File: src/rtl/core/timed_midi_event_table_unit_macros.svh
// assertion macros for the timed midi event table unit
`ifndef TIMED_MIDI_EVENT_TABLE_UNIT_MACROS_SVH
`define TIMED_MIDI_EVENT_TABLE_UNIT_MACROS_SVH
`ifndef SYNTH
`define TMET_ASSERT(label, clk, rst, prop) \
   label: assert property (@(posedge clk) disable iff (rst) prop) else $error("%m failed");
`define TMET_ASSERT_NR(label, clk, prop) \
   label: assert property (@(posedge clk) prop) else $error("%m failed");
`else
`define TMET_ASSERT(label, clk, rst, prop)
`define TMET_ASSERT_NR(label, clk, prop)
`endif
`endif

File: src/rtl/core/tmet_pkg.sv
// ----------------------------------------------------------------------------
// tmet_pkg
// shared types and constants of the timed midi event table
// ----------------------------------------------------------------------------
package tmet_pkg;
   localparam int TableDepth = 64;
   localparam int MaxResults = 64;
   localparam int CountW = $clog2(TableDepth + 1);
   localparam int ResW = $clog2(MaxResults + 1);

   localparam logic [1:0] CMD_NOTE = 2'd0;
   localparam logic [1:0] CMD_CONTROL = 2'd1;
   localparam logic [1:0] CMD_PROGRAM = 2'd2;
   localparam logic [1:0] CMD_PLAY = 2'd3;

   localparam logic [1:0] KIND_PLAYED = 2'd0;
   localparam logic [1:0] KIND_STORED = 2'd1;
   localparam logic [1:0] KIND_DROPPED = 2'd2;

   localparam logic [3:0] ST_NOTE_OFF = 4'h8;
   localparam logic [3:0] ST_NOTE_ON = 4'h9;
   localparam logic [3:0] ST_CONTROL = 4'hB;
   localparam logic [3:0] ST_PROGRAM = 4'hC;
   localparam logic [7:0] CTRL_BANK = 8'h00;
   localparam logic [3:0] CHAN_MASK = 4'hF;

   typedef struct packed {
      logic [31:0] time_val;
      logic [7:0]  b0;
      logic [7:0]  b1;
      logic [7:0]  b2;
   } event_type;

   // broadcast to every cell in the same cycle
   typedef struct packed {
      logic       ins;
      event_type  ev;
   } ctrl_type;

   typedef enum logic [2:0] {
      S_IDLE, S_INS_A, S_INS_B, S_SCAN, S_RESP
   } state_type;
endpackage

File: src/rtl/core/tmet_cell.sv
// ----------------------------------------------------------------------------
// tmet_cell
// one slot of the sorted table; shifts up on insert and towards the head on scan
// ----------------------------------------------------------------------------
module tmet_cell (
   input  logic                clock,
   input  tmet_pkg::ctrl_type  ctrl,
   input  logic                scan,
   input  logic                here_valid,
   input  logic                prev_valid,
   input  logic                prev_goes_before,
   input  tmet_pkg::event_type prev_ev,
   input  tmet_pkg::event_type next_ev,
   output logic                goes_before,
   output tmet_pkg::event_type ev
);
   import tmet_pkg::*;
   event_type ev_ff, ev_in;

   // new event lands before this slot when its time is strictly earlier
   assign goes_before = here_valid & (ctrl.ev.time_val < ev_ff.time_val);

   always_comb begin
      ev_in = ev_ff;
      if (scan) begin
         ev_in = next_ev; // rotate towards the head
      end else if (ctrl.ins) begin
         // lower neighbour moves up when the new event lands below this slot
         if (prev_valid && prev_goes_before) ev_in = prev_ev;
         // first later entry, or the first free slot, takes the new event
         else if (goes_before || (!here_valid && prev_valid)) ev_in = ctrl.ev;
      end
   end

   always_ff @(posedge clock) begin
      ev_ff <= ev_in;
   end
   assign ev = ev_ff;
endmodule

File: config.mk
export PLATFORM = sky130hd
export DESIGN_NAME = tmet_cell
export DESIGN_NICKNAME = d
export VERILOG_FILES = /design/src/rtl/core/timed_midi_event_table_unit_macros.svh /design/src/rtl/core/tmet_pkg.sv /design/src/rtl/core/tmet_cell.sv
export SDC_FILE = /design/constraint.sdc
export NUM_CORES = 1
export LEC_CHECK = 0
export BUFFER_PORTS_ARGS = -buffer_cell sky130_fd_sc_hd__buf_2
export CAP_MARGIN = 15
export CORE_UTILIZATION = 45
export DETAILED_ROUTE_END_ITERATION = 7
export PLACE_DENSITY = 0.88
export SYNTH_ARGS = -nofsm -noshare
export SYNTH_HDL_FRONTEND = slang
export SYNTH_SLANG_ARGS = --single-unit
File: constraint.sdc
create_clock -name clock -period 11 [get_ports clock]
set_clock_uncertainty 0.2 [all_clocks]
set_input_delay 1.65 -clock clock [delete_from_list [all_inputs] [get_ports clock]]
set_output_delay 1.65 -clock clock [all_outputs]
set_load 0.05 [all_outputs]
* Yosys cells after proc, flatten, opt, wreduce, memory -nomap -nowiden
Cells that the tools add are included.
** Storage, ports and cells
- Flip-flop bits (word level) :: 56
- Output and inout port bits :: 57
- Input bits :: 174
** Operators by class
- Magnitude comparators :: 1
- Multiplexer cells :: 4
- Bitwise logic cells :: 1
- Reduce and logical (&&, ||, !) cells :: 7
** Operators by type and width (count)
- 2-to-1 mux 56 bit :: 4
- < comparator 32 bit :: 1
- nonzero test 3 bit :: 1
- logical AND 1 bit :: 2
- AND reduction 2 bit :: 1
- nonzero test 2 bit :: 1
- AND 1 bit :: 1
- logical NOT 1 bit :: 1
- logical OR 1 bit :: 1

* Longest topological paths before layout
Gate-level depths: netlist of run 1.
- Depth in word-level cells :: 7
- Mapped depth :: 7
- Gate-level depth less buffers :: 7

* Worst setup path after synthesis of run 1
No wires, ideal clock.
- Path kind :: input -> output
- Start point :: input port ctrl[38] (netlist bit)
- End point :: output port goes_before
- Cell stages on the path :: 6
- Setup slack :: 5756 ps
- Required time :: 9150 ps
- Arrival time :: 3394 ps
- Cells stage by stage :: ha_1 > a21oi_2 > nand2_1 > a221o_1 > a32o_2 > nor2_1
** Between the ends
- Word-level cells in the longest chain between the ends :: 2
** Ends and longest elaborated chain
- start: declaration :: line tmet_cell.sv:7 : input tmet_pkg::ctrl_type ctrl,
- < comparator 32 bit :: line tmet_cell.sv:21 : assign goes_before = here_valid & (ctrl.ev.time_val < ev_ff.time_val);
- AND 1 bit :: line tmet_cell.sv:21
- end: declaration :: line tmet_cell.sv:14 : output logic goes_before,
No other way between the ends.

* Worst setup path after layout of run 1
- Start point :: input port ctrl[51] (netlist bit)
- End point :: output port goes_before
Same word-level chain as after synthesis.

==> impl_results.md, run 1 <==
* Hold buffers post-CTS at 0
* Largest family of logic cells by synthesized area: multiplexers
* Gr usage total at 23.1%
* Crit path time final at 5.16 ns
* Relative slew slack at 33.7%
* Crit-path leading delay family: simple AND/OR/NAND/NOR gates
* Placed wire-length estimate at 7.91 mm
* Final Slew Violations at 0
* GRT Residual Overflow at 0
* Initial Util at 47.0%
* Total setup buffers inserted after CTS at 0
* Max VDD drop at 0.0547 mV
* Vias in the first global route at 3537
* RR Endpoint: ev[34]
* Period utilization at 46.9%
* Initial antenna violation count at 0
* R2R Path Start: ev[35]
* Maximum clock rate at 0.194 GHz
* Layout cell share with drive strength beyond 1 at 42.2%
* Leakage power at 2.70 nW
* Clock Tree Root: clkbuf_8
* Most frequent cells in the layout: buf_2, nand2_1, o21ai_0
* Clk slew on worst S/H paths at 0.10 ns
* Power, Total at 606 uW
* Vias per cell at 5.10
* Max-cap violations at 0
* H-tree Lvls at 2
* Clk sinks at 56
* Flops & latches, synth at 56
* Synthesis Warnings at 0
* Adder-Cell Fraction of Synth Area at 10.6%
* Cells after Synth at 359
* Floorplan core area at 7810 sq um
* Antenna cell count at 0
* Final hold vios at 0
* CP Data Required Time at 9.15 ns
* Cell Area, Synth at 3670 sq um
* Seq/Total Area, Yosys at 45.8%
* Cells on Worst Hold Path at 5
* # setup viols final at 0
* Area growth, synth to finish at 35.4%
* Setup CP Type: input port to primary output
* GP Congestion at 0.881
* I/O Buffers at 230
* CP Capture Type: primary output
* Final worst slack at 5.84 ns
* Longest Clk Path Bufs at 2
* RSZ-0062 raised after global routing: false
* DRC at 0
* WP buf/inv at 2
* Final ANT Viol Nets at 0
* Largest stage delay on the critical path at 0.37 ns
* Vias at 3478
* R2r worst-path depth at 8
* Setup TNS at 0 ns
* Filler instances at 659
* Critical path's most frequent cell: buf_2
* Setup slack, reg-to-reg at 7.66 ns
* WP data arrival at 3.31 ns
* TritonRoute pass-1 iters at 4
* Pwr Density at 122 nW/um^2
* Crit start category: input port
* WL final at 9.73 mm
* Routed length per instance at 14.3 um
* Worst-Margin Slew at 0.995 ns
* Slowest cell on the critical path: nor4_4
* Site Rows at 32
* Hold wc startpoint: ev[55]
* Die width at 92.3 um
* Synthesized area per cell at 10.2 sq um
* Footprint of the multi-input gates at 1800 sq um
* Die area at 8520 sq um
* IO Count at 231
* Simple-gate area share of the yosys netlist at 10.7%
* Setup WS pre-CTS at 5.84 ns
* Min-Delay Path Class: flop to flop
* First-pass GRT wire length at 15.5 mm
* Compound-Gate Fraction of Synth Area at 12.2%
* Synthesized Nets at 564
* Fin util at 63.7%
* Peak fanout along the critical path at 3
* Post-cts resize count at 0
* Mux cell area share after synthesis at 15.3%
* Status: complete, no violations
* Commonest non-fill, non-tap cell in the layout: buf_2
* Initial DRC count at 103
* WHS Endpoint: ev[44]
* Clock latency at the later pin of the worst-skew pair at 0.30 ns
* Largest register FFs at 56
* Synth Area in XOR/XNOR at 0%
* CTS tree: yes
* Crit-path cells: buf_2 -> ha_1 -> nand4_1 -> nor4_4 -> and4_1 -> a32o_2 -> nor2_1 -> buf_2
* Register Area at 1680 sq um
* Synth unique cells at 27
* Largest net degree at the start of global routing at 74
* CTS buffer count at 5
* Die Y at 92.3 um
* Nets at 785
[cells by family after synthesis]
kind of cell               Yosys count
AOI/OAI and AO/OA                   81
muxes                               56
DFF                                 56
adders and majority gates           31
and+or+nand+nor                     86
buffers and inverters               49
[worst register-to-register path, delay by kind of cell, from the launching register on]
family	cells	cell delay (ns)
compound gates	5	1.56
buf+inv	2	0.60
flops	1	0.40
fa+ha+maj	1	0.24
[report_power, final]
| group | internal [mW] | switching (mW) |
|---|---|---|
| combinational | 0.0724 | 0.154 |
| clock | 0.0424 | 0.0646 |
| sequential | 0.264 | 0.00842 |
[metal layers]
layer	global-route usage (%)	routed length, um
met1	25.0	3620
met4	7.68	185
met5	0	0
met2	44.1	5200
met3	4.76	727
[layout make-up]
type                       instances  area share (%)
timing repair buffer             232            23.5
clock buffer                       5            1.38
tap                              102            2.57
sequential                        56            33.8
clock inverter                     2           0.151
inverter                          31            2.34
multi-input combinational        254            36.3
[Yosys cell counts]
master / instances / area (sq um)
edfxtp_1: 56 / 1680
nand4_2: 1 / 12.5
a221oi_1: 1 / 8.76
buf_4: 4 / 30.0
nor2_1: 4 / 15.0
a2111oi_2: 1 / 15.0
o21a_1: 2 / 15.0
a221o_1: 1 / 10.0
buf_2: 2 / 10.0
a31oi_1: 1 / 6.26
nand2_1: 67 / 251
a21oi_2: 1 / 8.76
o21ai_2: 1 / 8.76
nand4_1: 3 / 18.8
o31ai_1: 1 / 7.51
inv_1: 31 / 116
o21ai_0: 60 / 300
nand3_1: 3 / 15.0
mux2i_1: 56 / 561
a32o_2: 1 / 11.3
nand2b_1: 3 / 18.8
nor4_4: 1 / 21.3
clkbuf_1: 12 / 45.0
ha_1: 31 / 388
and4_1: 3 / 26.3
nand2b_4: 1 / 13.8
a21oi_1: 11 / 55.1
[worst max-delay path by stage]
stage,startpoint,end,depth (start not counted)
after floorplan,ctrl[38],goes_before,6
after global placement,ctrl[51],goes_before,8
after detailed placement,ctrl[35],goes_before,8
after CTS,ctrl[51],goes_before,8
after global routing,ctrl[35],goes_before,8
final,ctrl[51],goes_before,8
[stage by stage]
stage,hold slack [ns],instances,area [sq um]
floorplan,1.64,359,3670
global placement,1.09,675,4890
detailed placement,1.15,675,4890
CTS,1.17,682,4970
global route,1.27,682,4970
finish,1.17,682,4970
Power figures use the tool's default switching activity.
==> inputs of run 2 (changes only) <==
--- a/config.mk
+++ b/config.mk
@@ -7,9 +7,9 @@
 export LEC_CHECK = 0
 export BUFFER_PORTS_ARGS = -buffer_cell sky130_fd_sc_hd__buf_2
 export CAP_MARGIN = 15
-export CORE_UTILIZATION = 45
+export CORE_UTILIZATION = 43
 export DETAILED_ROUTE_END_ITERATION = 7
-export PLACE_DENSITY = 0.88
+export PLACE_DENSITY = 0.85
 export SYNTH_ARGS = -nofsm -noshare
 export SYNTH_HDL_FRONTEND = slang
 export SYNTH_SLANG_ARGS = --single-unit
==> constraint.sdc (replaced) <==
create_clock -name clock -period 5 [get_ports clock]
set_clock_uncertainty 0.2 [all_clocks]
set_input_delay 0.75 -clock clock [delete_from_list [all_inputs] [get_ports clock]]
set_output_delay 0.75 -clock clock [all_outputs]
set_load 0.05 [all_outputs]
==> impl_results.md, run 2 (synthesis results as in run 1) <==
* Largest net degree at the start of global routing at 74 (unchanged)
* Vias per cell at 5.04 (-1.1%)
* GRT Residual Overflow at 0 (unchanged)
* Pwr Density at 268 nW/um^2 (+120%)
* Total setup buffers inserted after CTS at 0 (unchanged)
* Min-Delay Path Class: input port to flop
* Routed length per instance at 13.9 um (-2.7%)
* Largest register FFs at 56 (unchanged)
* Peak fanout along the critical path at 2 (-1)
* Period utilization at 66.9%
* Leakage power at 2.70 nW (about the same)
* Post-cts resize count at 0 (unchanged)
* Status: complete, no violations
* Floorplan core area at 8260 sq um (+5.8%)
* Fin area at 4980 sq um (+0.15%)
* Maximum clock rate at 0.299 GHz
* Vias at 3460 (-0.52%)
* Final Slew Violations at 0 (unchanged)
* RSZ-0062 raised after global routing: false
* CP Data Required Time at 4.05 ns (-5.10 ns)
* Die Y at 94.4 um (+2.2%)
* Nets at 785 (unchanged)
* Clk slew on worst S/H paths at 0.10 ns (about the same)
* DRC at 0 (unchanged)
* WP buf/inv at 2 (unchanged)
* Initial antenna violation count at 0 (unchanged)
* # setup viols final at 0 (unchanged)
* Initial Util at 44.5% (-2.6 points)
* Area growth, synth to finish at 35.6%
* Gr usage total at 21.2% (-1.8 points)
* Clock Tree Root: clkbuf_8
* Longest Clk Path Bufs at 2 (unchanged)
* Initial DRC count at 90 (-13%)
* Clk sinks at 56 (unchanged)
* Vias in the first global route at 3398 (-3.9%)
* Largest stage delay on the critical path at 0.34 ns (-0.03 ns)
* WL final at 9.53 mm (-2.1%)
* Crit start category: input port
* Final ANT Viol Nets at 0 (unchanged)
* Layout cell share with drive strength beyond 1 at 42.2% (-0.073 points)
* First-pass GRT wire length at 14.5 mm (-6.9%)
* Hold buffers post-CTS at 0 (unchanged)
* Setup CP Type: input port to primary output
* CTS buffer count at 5 (unchanged)
* Relative slew slack at 33.9% (+0.21 points)
* Placed wire-length estimate at 7.59 mm (-4.1%)
* Worst-Margin Slew at 0.992 ns (-0.00312 ns)
* H-tree Lvls at 2 (unchanged)
* IO Count at 231 (unchanged)
* Clock latency at the later pin of the worst-skew pair at 0.30 ns (about the same)
* Max VDD drop at 0.135 mV (+150%)
* Critical path's most frequent cell: buf_2
* CP Capture Type: primary output
* Final hold vios at 0 (unchanged)
* WP data arrival at 2.39 ns (-0.92 ns)
* Max-cap violations at 0 (unchanged)
* I/O Buffers at 230 (unchanged)
* CTS tree: yes
* Most frequent cells in the layout: buf_2, nand2_1, o21ai_0
* Crit-path leading delay family: compound AO/OA/AOI/OAI gates
* Site Rows at 33 (+3.1%)
* Commonest non-fill, non-tap cell in the layout: buf_2
* Post-DP Area at 4900 sq um (about the same)
* Die width at 94.4 um (+2.2%)
* Crit-path cells: buf_2 -> ha_1 -> a21oi_1 -> o21ai_0 -> a221o_1 -> a32o_2 -> nor2_1 -> buf_2
* TritonRoute pass-1 iters at 4 (unchanged)
* Antenna cell count at 0 (unchanged)
* Die area at 8910 sq um (+4.5%)
* Crit path time final at 3.34 ns
* Slowest cell on the critical path: a221o_1
* GP Congestion at 0.851 (-3.4%)
* Setup TNS at 0 ns (unchanged)
[run 2: cell count changes in the layout (fill, tap and decap cells not counted), sizes merged]
cell | before | now
clkbuf | 5 | 7
clkinv | 2 | 1
[run 2: power breakdown]
part | switching [mW] | leakage (nW) | total [mW] | internal (mW)
clock network | 0.137 | 0.0399 | 0.235 | 0.0981
registers | 0.0186 | 0.571 | 0.599 | 0.581
logic | 0.339 | 2.09 | 0.499 | 0.159
[run 2: final timing paths]
kind / from / endpoint / slack (ns) / cells after the start
setup / recovery: ctrl[35] / goes_before / 1.66 / 8
hold / removal: next_ev[55] / ev[55] / 0.53 / 3
setup reg to reg: ev[47] / ev[15] / 2.06 / 8
hold reg to reg: ev[55] / ev[44] / 1.34 / 6
[run 2: final cells by class]
type,count,area [sq um]
sequential,56,1680
tap,105,131
timing repair buffer,232,1170
fill,697,3280
multi-input combinational,254,1800
clock inverter,1,3.75
inverter,31,116
clock buffer,7,76.3
[run 2: routing by layer]
metal  part of all wire, %  wire (um)  global-route usage, %  up-vias
met1                    38       3630                   21.6     1560
li1                      -          -                      -     1727
met2                    53       5060                   41.2      155
met5                     0          0                      0        -
met4                   2.0        191                   7.69        0
met3                   6.8        649                   5.31       18
[run 2: stage by stage]
stage	utilization (%)	cells	hold slack [ns]	total power, mW	setup WS, ns
after global routing	60.3	686	0.522	1.41	1.56
after global placement	59.3	678	0.826	1.09	1.65
final	60.3	686	0.526	1.33	1.66
after CTS	60.3	686	0.515	1.35	1.64
after detailed placement	59.3	678	0.834	1.11	1.56
after floorplan	-	359	0.737	0.947	1.03
[run 2: worst register-to-register path, cell delays in order, from the launching register on]
cell and delay (ns):
edfxtp_1 0.40, inv_1 0.07, ha_1 0.23, a21oi_1 0.16, o21ai_0 0.11, a221oi_1 0.40
nand4_1 0.22, o21ai_4 0.16, buf_4 0.61
